## src/design/rvsd_pkg.sv

```systemverilog
// Shared constants, types and codes for the RISC-V subset decoder.
package rvsd_pkg;

  // Address counter.
  localparam int ADDR_WIDTH = 16;                 // counter modulus is 2**ADDR_WIDTH
  localparam int ADDR_OUT_W = 16;                 // fixed width of the address field
  localparam int CNT_W = (ADDR_WIDTH < ADDR_OUT_W) ? ADDR_WIDTH : ADDR_OUT_W;
  localparam logic [CNT_W-1:0] ADDR_STEP = CNT_W'(4);

  // Field widths.
  localparam int WORD_W = 32;
  localparam int MN_W   = 5;
  localparam int REG_W  = 5;
  localparam int IMM_W  = 13;

  // Major opcodes.
  localparam logic [6:0] OP_LOAD   = 7'b0000011;
  localparam logic [6:0] OP_STORE  = 7'b0100011;
  localparam logic [6:0] OP_BRANCH = 7'b1100011;
  localparam logic [6:0] OP_IMM    = 7'b0010011;
  localparam logic [6:0] OP_REG    = 7'b0110011;

  // funct7 values.
  localparam logic [6:0] F7_ZERO = 7'b0000000;
  localparam logic [6:0] F7_ALT  = 7'b0100000;

  // funct3 values.
  localparam logic [2:0] F3_ADD = 3'b000;
  localparam logic [2:0] F3_SLL = 3'b001;
  localparam logic [2:0] F3_XOR = 3'b100;
  localparam logic [2:0] F3_SRL = 3'b101;
  localparam logic [2:0] F3_OR  = 3'b110;
  localparam logic [2:0] F3_AND = 3'b111;

  typedef enum logic [MN_W-1:0] {
    MN_LD     = 5'd0,
    MN_SD     = 5'd1,
    MN_BEQ    = 5'd2,
    MN_BNE    = 5'd3,
    MN_ADDI   = 5'd4,
    MN_XORI   = 5'd5,
    MN_ORI    = 5'd6,
    MN_ANDI   = 5'd7,
    MN_SLLI   = 5'd8,
    MN_SRLI   = 5'd9,
    MN_ADD    = 5'd10,
    MN_SUB    = 5'd11,
    MN_XOR    = 5'd12,
    MN_OR     = 5'd13,
    MN_AND    = 5'd14,
    MN_FINISH = 5'd15,
    MN_NONE   = 5'd16
  } mnem_t;

  typedef struct packed {
    logic [ADDR_OUT_W-1:0] address;
    mnem_t                 mnemonic;
    logic [REG_W-1:0]      dest_reg;
    logic [REG_W-1:0]      src1_reg;
    logic [REG_W-1:0]      src2_reg;
    logic [IMM_W-1:0]      imm_magnitude;
    logic                  imm_negative;
  } res_t;

endpackage

```

## src/design/rvsd_ifs.sv

```systemverilog
// Handshake channels: instruction words in, decoded results out.
interface rvsd_in_if;
  import rvsd_pkg::*;
  logic              valid;
  logic              ready;
  logic [WORD_W-1:0] instr_word;

  modport source (output valid, output instr_word, input ready);
  modport sink   (input valid, input instr_word, output ready);
endinterface

interface rvsd_out_if;
  import rvsd_pkg::*;
  logic                  valid;
  logic                  ready;
  logic [ADDR_OUT_W-1:0] address;
  logic [MN_W-1:0]       mnemonic;
  logic [REG_W-1:0]      dest_reg;
  logic [REG_W-1:0]      src1_reg;
  logic [REG_W-1:0]      src2_reg;
  logic [IMM_W-1:0]      imm_magnitude;
  logic                  imm_negative;

  modport source (output valid, output address, output mnemonic, output dest_reg,
                  output src1_reg, output src2_reg, output imm_magnitude,
                  output imm_negative, input ready);
  modport sink   (input valid, input address, input mnemonic, input dest_reg,
                  input src1_reg, input src2_reg, input imm_magnitude,
                  input imm_negative, output ready);
endinterface

```

## src/design/riscv_subset_instruction_decoder.sv

```systemverilog
// Top level: RISC-V subset decoder, input register, decode, result register.
//
//   channel  dir  handshake            payload
//   in_ch    in   valid / ready        instr_word[31:0]
//   out_ch   out  valid / ready        address, mnemonic, dest_reg, src1_reg,
//                                      src2_reg, imm_magnitude, imm_negative
//
// An accepted input beat passes through the input register and then, after the
// shallow decode, the result register before it leaves as its result beat.
// Throughput is one beat per cycle while out_ch.ready stays high.
// rst_n (synchronous, active low) empties both stages and zeroes the address
// counter. A stalled result holds in the result register; the input register
// keeps taking beats until it too is full, then in_ch.ready drops.
module riscv_subset_instruction_decoder (
  input  logic       clk,
  input  logic       rst_n,
  rvsd_in_if.sink    in_ch,
  rvsd_out_if.source out_ch
);
  import rvsd_pkg::*;

  // Address counter: value is the address of the next accepted word.
  logic [CNT_W-1:0]      addr_cnt_r;
  logic [CNT_W-1:0]      addr_cnt_nxt;

  // Input stage
  logic                  s1_valid_r;
  logic                  s1_valid_nxt;
  logic [WORD_W-1:0]     s1_word_r;
  logic [ADDR_OUT_W-1:0] s1_addr_r;

  // Result stage
  logic                  out_valid_r;
  logic                  out_valid_nxt;
  res_t                  out_res_r;
  res_t                  dec_res;

  logic                  in_fire;
  logic                  s1_adv;   // result register free to take the input stage
  logic                  s1_move;  // input stage item moves to the result register

  assign s1_adv  = !out_valid_r || out_ch.ready;
  assign s1_move = s1_valid_r && s1_adv;

  // Input stage takes a beat when empty or emptying this cycle
  assign in_ch.ready = !s1_valid_r || s1_adv;
  assign in_fire     = in_ch.valid && in_ch.ready;

  // Counter wraps at 2**CNT_W, matching the mask on the address field
  assign addr_cnt_nxt = in_fire ? addr_cnt_r + ADDR_STEP : addr_cnt_r;

  always_comb begin
    s1_valid_nxt = s1_valid_r;
    if (in_fire) begin
      s1_valid_nxt = 1'b1;
    end else if (s1_move) begin
      s1_valid_nxt = 1'b0;
    end
  end

  always_comb begin
    out_valid_nxt = out_valid_r;
    if (s1_move) begin
      out_valid_nxt = 1'b1;
    end else if (out_ch.ready) begin
      out_valid_nxt = 1'b0;
    end
  end

  always_ff @(posedge clk) begin
    if (!rst_n) begin
      addr_cnt_r  <= '0;
      s1_valid_r  <= 1'b0;
      out_valid_r <= 1'b0;
    end else begin
      addr_cnt_r  <= addr_cnt_nxt;
      s1_valid_r  <= s1_valid_nxt;
      out_valid_r <= out_valid_nxt;
    end
  end

  // Payload registers, no reset
  always_ff @(posedge clk) begin
    if (in_fire) begin
      s1_word_r <= in_ch.instr_word;
      s1_addr_r <= ADDR_OUT_W'(addr_cnt_r);
    end
    if (s1_move) begin
      out_res_r <= dec_res;
    end
  end

  rvsd_decode u_decode (
    .word (s1_word_r),
    .addr (s1_addr_r),
    .res  (dec_res)
  );

  assign out_ch.valid         = out_valid_r;
  assign out_ch.address       = out_res_r.address;
  assign out_ch.mnemonic      = out_res_r.mnemonic;
  assign out_ch.dest_reg      = out_res_r.dest_reg;
  assign out_ch.src1_reg      = out_res_r.src1_reg;
  assign out_ch.src2_reg      = out_res_r.src2_reg;
  assign out_ch.imm_magnitude = out_res_r.imm_magnitude;
  assign out_ch.imm_negative  = out_res_r.imm_negative;

endmodule

```

## src/design/rvsd_decode.sv

```systemverilog
// Combinational decode of one instruction word into mnemonic, fields and immediate.
module rvsd_decode (
  input  logic [rvsd_pkg::WORD_W-1:0]     word,
  input  logic [rvsd_pkg::ADDR_OUT_W-1:0] addr,
  output rvsd_pkg::res_t                  res
);
  import rvsd_pkg::*;

  logic [6:0]       opcode;
  logic [2:0]       f3;
  logic [6:0]       f7;
  logic [IMM_W-1:0] br_off;
  logic [IMM_W-1:0] br_neg_off;

  assign opcode = word[6:0];
  assign f3     = word[14:12];
  assign f7     = word[31:25];

  // B-type offset, bit 0 always zero
  assign br_off     = {word[31], word[7], word[30:25], word[11:8], 1'b0};
  assign br_neg_off = IMM_W'(~br_off + 1'b1);

  always_comb begin
    res               = '0;
    res.address       = addr;
    res.dest_reg      = word[11:7];
    res.src1_reg      = word[19:15];
    res.src2_reg      = word[24:20];
    res.mnemonic      = MN_FINISH;
    res.imm_magnitude = '0;
    res.imm_negative  = 1'b0;
    case (opcode)
      OP_LOAD: begin
        res.mnemonic      = MN_LD;
        res.imm_magnitude = IMM_W'(word[31:20]);
      end
      OP_STORE: begin
        res.mnemonic      = MN_SD;
        res.imm_magnitude = IMM_W'({f7, word[11:7]});
      end
      OP_BRANCH: begin
        res.mnemonic      = f3[0] ? MN_BNE : MN_BEQ;
        res.imm_negative  = word[31];
        // most negative offset wraps back to 4096, which is the right magnitude
        res.imm_magnitude = word[31] ? br_neg_off : br_off;
      end
      OP_IMM: begin
        res.imm_magnitude = IMM_W'(word[31:20]);
        case (f3)
          F3_ADD:  res.mnemonic = MN_ADDI;
          F3_XOR:  res.mnemonic = MN_XORI;
          F3_OR:   res.mnemonic = MN_ORI;
          F3_AND:  res.mnemonic = MN_ANDI;
          F3_SLL:  res.mnemonic = MN_SLLI;
          F3_SRL:  res.mnemonic = MN_SRLI;  // funct7 not checked
          default: begin
            res.mnemonic      = MN_NONE;
            res.imm_magnitude = '0;
          end
        endcase
      end
      OP_REG: begin
        res.mnemonic = MN_NONE;
        if (f7 == F7_ZERO) begin
          case (f3)
            F3_ADD:  res.mnemonic = MN_ADD;
            F3_XOR:  res.mnemonic = MN_XOR;
            F3_OR:   res.mnemonic = MN_OR;
            F3_AND:  res.mnemonic = MN_AND;
            default: res.mnemonic = MN_NONE;
          endcase
        end else if (f7 == F7_ALT && f3 == F3_ADD) begin
          res.mnemonic = MN_SUB;
        end
      end
      default: res.mnemonic = MN_FINISH;
    endcase
  end

endmodule
```

## src/flat_wrapper.sv

```systemverilog
// flat-port wrapper written by rule: the top's interface ports become plain ports
module riscv_subset_instruction_decoder_flat import rvsd_pkg::*;
  (clk, rst_n, in_ch_valid, in_ch_instr_word, in_ch_ready, out_ch_valid, out_ch_address, out_ch_mnemonic, out_ch_dest_reg, out_ch_src1_reg, out_ch_src2_reg, out_ch_imm_magnitude, out_ch_imm_negative, out_ch_ready);
  rvsd_in_if in_ch_i ();
  rvsd_out_if out_ch_i ();
  input  logic clk;
  input  logic rst_n;
  input wire logic [$bits(in_ch_i.valid)-1:0] in_ch_valid;
  input wire logic [$bits(in_ch_i.instr_word)-1:0] in_ch_instr_word;
  output wire logic [$bits(in_ch_i.ready)-1:0] in_ch_ready;
  output wire logic [$bits(out_ch_i.valid)-1:0] out_ch_valid;
  output wire logic [$bits(out_ch_i.address)-1:0] out_ch_address;
  output wire logic [$bits(out_ch_i.mnemonic)-1:0] out_ch_mnemonic;
  output wire logic [$bits(out_ch_i.dest_reg)-1:0] out_ch_dest_reg;
  output wire logic [$bits(out_ch_i.src1_reg)-1:0] out_ch_src1_reg;
  output wire logic [$bits(out_ch_i.src2_reg)-1:0] out_ch_src2_reg;
  output wire logic [$bits(out_ch_i.imm_magnitude)-1:0] out_ch_imm_magnitude;
  output wire logic [$bits(out_ch_i.imm_negative)-1:0] out_ch_imm_negative;
  input wire logic [$bits(out_ch_i.ready)-1:0] out_ch_ready;
  assign in_ch_i.valid = in_ch_valid;
  assign in_ch_i.instr_word = in_ch_instr_word;
  assign in_ch_ready = in_ch_i.ready;
  assign out_ch_valid = out_ch_i.valid;
  assign out_ch_address = out_ch_i.address;
  assign out_ch_mnemonic = out_ch_i.mnemonic;
  assign out_ch_dest_reg = out_ch_i.dest_reg;
  assign out_ch_src1_reg = out_ch_i.src1_reg;
  assign out_ch_src2_reg = out_ch_i.src2_reg;
  assign out_ch_imm_magnitude = out_ch_i.imm_magnitude;
  assign out_ch_imm_negative = out_ch_i.imm_negative;
  assign out_ch_i.ready = out_ch_ready;
  riscv_subset_instruction_decoder u_core (.clk(clk), .rst_n(rst_n), .in_ch(in_ch_i), .out_ch(out_ch_i));
endmodule
```

## config.mk

```make
export PLATFORM = sky130hd
export DESIGN_NAME = riscv_subset_instruction_decoder_flat
export DESIGN_NICKNAME = d
export VERILOG_FILES = /design/src/design/rvsd_pkg.sv /design/src/design/rvsd_ifs.sv /design/src/design/riscv_subset_instruction_decoder.sv /design/src/design/rvsd_decode.sv /design/src/flat_wrapper.sv
export SDC_FILE = /design/constraint.sdc
export NUM_CORES = 1
export LEC_CHECK = 0
export ABC_CLOCK_PERIOD_IN_PS = 13090
export BUFFER_PORTS_ARGS = -buffer_cell sky130_fd_sc_hd__clkbuf_2
export CAP_MARGIN = 10
export CORE_MARGIN = 1.5
export CORE_UTILIZATION = 40
export CTS_CLUSTER_SIZE = 28
export DETAILED_ROUTE_END_ITERATION = 8
export SYNTH_ARGS = -nofsm -noshare
export SYNTH_HDL_FRONTEND = slang
export SYNTH_SLANG_ARGS = --single-unit
```

## constraint.sdc

```tcl
create_clock -name clk -period 13.09 [get_ports clk]
set_input_delay 1.309 -clock clk [delete_from_list [all_inputs] [get_ports clk]]
set_output_delay 1.309 -clock clk [all_outputs]
set_load 0.02 [all_outputs]
```

== Yosys cells after proc, flatten, opt, wreduce, memory -nomap -nowiden ==
Index checks and enable logic that the tools add are counted.

* Flip-flop bits (word level): 116
* Input port bits: 36
* Output and inout bits: 52
* Word-level logic and storage cells: 51

* Add/sub/neg operators: 2
* Equal/unequal tests: 11
* Muxes and demuxes: 13
* Bitwise operators: 1
* Reductions and logical operators: 12

{| class="wikitable"
|+ Operator list
! operator !! number
|-
| $pmux 13 s4 || 1
|-
| $pmux 5 s6 || 1
|-
| $pmux 5 s5 || 1
|-
| $eq 7x6->1 const B || 3
|-
| $pmux 5 s4 || 1
|-
| $add 16x3->16 const B || 1
|-
| $add 13x1->13 const B || 1
|-
| $mux 13 || 1
|-
| $not 13->13 || 1
|-
| $eq 3x3->1 const B || 4
|-
| $mux 12 || 1
|-
| $mux 5 || 2
|-
| $eq 7x2->1 const B || 1
|-
| $eq 7x5->1 const B || 1
|-
| $eq 7x7->1 const B || 1
|-
| $logic_not 7->1 || 1
|-
| $reduce_or 6->1 || 1
|-
| $mux 1 || 5
|-
| $reduce_bool 2->1 || 2
|-
| $eq 3x1->1 const B || 1
|-
| $logic_and 1x1->1 || 3
|-
| $logic_not 3->1 || 1
|-
| $logic_not 1->1 || 2
|-
| $logic_or 1x1->1 || 2
|}

== Depth between registers and ports, before layout ==
* Depth in word-level cells: 5
* Depth in mapped cells: 6
* Depth with buffers taken out: 6

== Cells and area by module ==
From an unflattened synthesis, not the netlist that was laid out.

* Cell total of the unflattened synthesis: 328
* Area total of the unflattened synthesis: 4700.8 um^2

{| class="wikitable"
|+ Modules (own cells, without submodules)
! module !! instances !! cells each !! area an instance (um^2) !! seq. area each (um^2)
|-
| riscv_subset_instruction_decoder || 1 || 178 || 3678.5 || 3203.1
|-
| rvsd_decode || 1 || 150 || 1022.2 || 0.0
|}

== Worst setup path after synthesis ==
OpenSTA, ideal clock, no wires.

* Path kind: input to register
* From: in out_ch_ready
* To: reg u_core.out_res_r, in the netlist u_core.out_ch.address[10], enable pin
* Setup time: 527 ps
* Arrival time: 4862 ps
* Data required time: 12563 ps
* Slack: 7702 ps
* Stages: 2
* Buffers on the path: 0
* Cell sequence: inv_1 a21boi_0

* Cells in the longest elaborated chain, start to end: 2

{| class="wikitable"
|+ RTL lines
! element !! RTL line !! RTL
|-
| start: declaration || flat_wrapper.sv:19 || <nowiki>input wire logic [$bits(out_ch_i.ready)-1:0] out_ch_ready;</nowiki>
|-
| $logic_or 1x1->1 || riscv_subset_instruction_decoder.sv:42 || <nowiki>assign s1_adv = !out_valid_r || out_ch.ready;</nowiki>
|-
| $logic_and 1x1->1 || riscv_subset_instruction_decoder.sv:43 || <nowiki>assign s1_move = s1_valid_r && s1_adv;</nowiki>
|-
| end signal: assignment || riscv_subset_instruction_decoder.sv:89 || <nowiki>out_res_r <= dec_res;</nowiki>
|-
| end: declaration || riscv_subset_instruction_decoder.sv:35 || <nowiki>res_t out_res_r;</nowiki>
|}

Every way passes these cells.
A chain may end at the register's enable or synchronous reset.

== Worst setup path after layout ==
* From: in out_ch_ready
* To: out in_ch_ready

* Cells in the longest elaborated chain, start to end: 2

{| class="wikitable"
|+ RTL lines
! element !! RTL line !! RTL
|-
| $logic_or 1x1->1 || riscv_subset_instruction_decoder.sv:42 ||
|-
| $logic_or 1x1->1 || riscv_subset_instruction_decoder.sv:46 || <nowiki>assign in_ch.ready = !s1_valid_r || s1_adv;</nowiki>
|-
| end: declaration || flat_wrapper.sv:10 || <nowiki>output wire logic [$bits(in_ch_i.ready)-1:0] in_ch_ready;</nowiki>
|}

Every way passes these cells.

==> metrics.md <==
| Metric | Value |
|---|---|
| Wirelength, routed | 7380 µm |
| CP Max Fanout | 10 |
| Initial antenna violation count | 0 |
| Main synth FF type | edfxtp_1 |
| Via count | 2,595 |
| Clk_lat worst skew | 360 ps |
| Hold Path Class | flip-flop to flip-flop |
| Cell row count | 37 |
| Slew @ Worst Pin | 994 ps |
| Worst r2r dst | u_core.out_ch.imm_magnitude[11]$_DFFE_PP_ |
| First-pass GRT wire length | 11,700 µm |
| RSZ-0062 raised after global routing | false |
| Area Growth Syn to Fin | 17.7% |
| Critical Path Source Type | input pin |
| Dpl cell area | 0.00482 mm² |
| Hold EP | u_core.out_ch.address[12]$_DFFE_PP_ |
| H-tree Lvls | 3 |
| MaxCap Viol Count | 0 |
| CTS tree | built |
| Worst reg2reg path depth | 6 |
| Max Transition Viols Final | 0 |
| Worst rel slew slack | 33.6% |
| Placed Cells | 500 |
| Skew final | 10.1 ps |
| GP Congestion | 0.852 |
| Routed Antenna Nets | 0 |
| Reg2Reg Setup Slack | 10,650 ps |
| Routed length per instance | 14.3 µm |
| Biggest register | u_core.s1_word_r |
| Post-CTS setup buffer count | 0 |
| Pwr Total | 0.634 mW |
| Chip width | 106 µm |
| Synth Cell Area | 0.00425 mm² |
| Maximum VDD drop | 0.0000480 V |
| I/O Buffers | 85 |
| WP data required | 11,780 ps |
| Yosys reg bits | 110 |
| WS Path Type | input pin to output port |
| Synth warn | 0 |
| Crit path DAT | 1930 ps |
| Reg area | 0.00314 mm² |
| Critical path cell sequence | clkbuf_2 > and3b_1 > inv_2 > clkbuf_2 |
| Largest net degree at the start of global routing | 49 |
| Fin crit share | 24.7% |
| Crit path time final | 3240 ps |
| Multi-input combinational cell area | 0.00104 mm² |
| Final setup viols | 0 |
| Setup TNS | 0 ps |
| Vias in the first global route | 2,433 |
| Layout cells sized above 1 | 28.4% |
| Post-route cell area | 0.00500 mm² |
| Maximum clock frequency | 0.309 GHz |
| # diodes | 0 |
| Clk root buf | clkbuf_8 |
| Synth async-reset ratio | 0% |
| Synth cell types | 51 |
| Chip height | 106 µm |
| FF-to-FF Start | u_core.s1_word_r[8]$_DFFE_PP_ |
| Post-CTS Hold Buffers | 0 |
| Post-Syn Instances | 287 |
| GRT overflow | 0 |
| Initial DRC Count | 95 |
| Critical Path Most Common Cell | clkbuf_2 |
| Nets@finish | 413 |
| Ports | 88 |
| Via density | 5.03 |
| Clock buffer depth | 2 |
| Max reg flops | 32 |
| Leakage | 1.79 nW |
| Status | complete, no violations |
| Final Non-Filler Cells | 516 |
| Layout Utilization | 48.5% |
| Die ar. | 0.0113 mm² |
| Hold Path Stages | 0 |
| Post-CTS sizing | 0 |
| CP max stage delay | 200 ps |
| Max stage delay cell, worst path | and3b_1 |
| Min-Delay Startpoint | u_core.s1_addr_r[12]$_DFFE_PP_ |
| Avg Synthesized Cell Area | 14.8 µm² |
| Final hold vios | 0 |
| Inserted Clock Buffers | 9 |
| Pwr dens | 127 mW/mm² |
| Pre-antenna DRT Iters | 4 |
| Placed wire-length estimate | 5100 µm |
| Initial Utilization | 41.2% |
| Sinks on the clock net | 110 |
| Core Area | 0.0103 mm² |
| Detailed-route DRC error count | 0 |
| Register area share after synthesis | 73.9% |
| Reg clk slew, reported paths | 110 ps |
| Tot GR Track Use | 13.6% |
| Post-synth EDFFs | 94 |
| Fillers | 919 |
| Setup crit end kind | output port |
## worst max-delay path, delay by kind of cell
kind,cells,cell delay (ps)
buf+inv,3,410
simple gates,1,200
## per-stage QoR
| step | worst slack (ps) | hold slack, ps |
|---|---|---|
| after detailed placement | 9850 | 405 |
| final | 9850 | 424 |
| after global routing | 9800 | 437 |
| after global placement | 9870 | 401 |
| after CTS | 9850 | 426 |
| after floorplan | 7700 | 400 |
## kinds of logic after synthesis
family / synth area share (%)
adders and majority gates: 0.588
muxes: 0.235
buffers and inverters: 1.94
and+or+nand+nor: 11.8
other: 0.0882
xor gates and xnor gates: 2.06
DFF: 73.9
AOI/OAI and AO/OA: 9.39
## worst max path at each step
stage                                                to          from  depth (start not counted)  slack, ps
finish                                      in_ch_ready  out_ch_ready                          4       9850
global route                                in_ch_ready  out_ch_ready                          4       9800
CTS                                         in_ch_ready  out_ch_ready                          4       9850
detailed placement                          in_ch_ready  out_ch_ready                          4       9850
global placement                            in_ch_ready  out_ch_ready                          4       9870
floorplan           u_core.out_ch.address[10]$_DFFE_PP_  out_ch_ready                          2       7700
## cell usage after synthesis, drive strengths merged (4+ instances only)
master  number  share of area (%)
o31ai        6                1.1
a21oi       14                1.6
inv         10               0.88
or4          6                1.2
edfxtp      94                 66
nand3        8               0.94
a211oi       4               0.71
nor2b        5               0.74
nand2       12                1.1
nand2b       6               0.88
xor2         8                1.6
nand3b       4               0.71
nor2        17                1.5
dfxtp       16                7.5
clkbuf       8               0.71
a22o         7                1.4
o21ai        8               0.94
## layer usage
layer  wire length, µm  GRT usage (%)
met5                 0              0
met4               104           6.08
met3               241           2.45
met2              3890           23.8
met1              3140           16.5
## final cells by class
type,instances,share of cell area [%]
Sequential cell,110,62.8
Multi-Input combinational cell,158,20.8
Clock buffer,9,2.48
Timing Repair Buffer,86,8.65
Inverter,10,0.750
Clock inverter,7,1.13
Tap cell,136,3.40
## report_power, final
part,internal [mW],switching (mW),total (mW)
logic,0.0140,0.0258,0.0397
registers,0.397,0.0100,0.407
clock network,0.0720,0.115,0.187
## cells in the final DEF (no fill, tap or decap), drive strengths merged, types with 4 or more instances in the layout
cell type   n
clkbuf     94
dfxtp      16
nand3       8
nand3b      4
a22o        7
inv        13
or4         6
nor2b       5
o31ai       6
edfxtp     94
xor2        8
nand2b      6
o21ai       8
a21oi      14
nand2      12
a211oi      4
nor2       17
(Power assumes the default switching activity.)
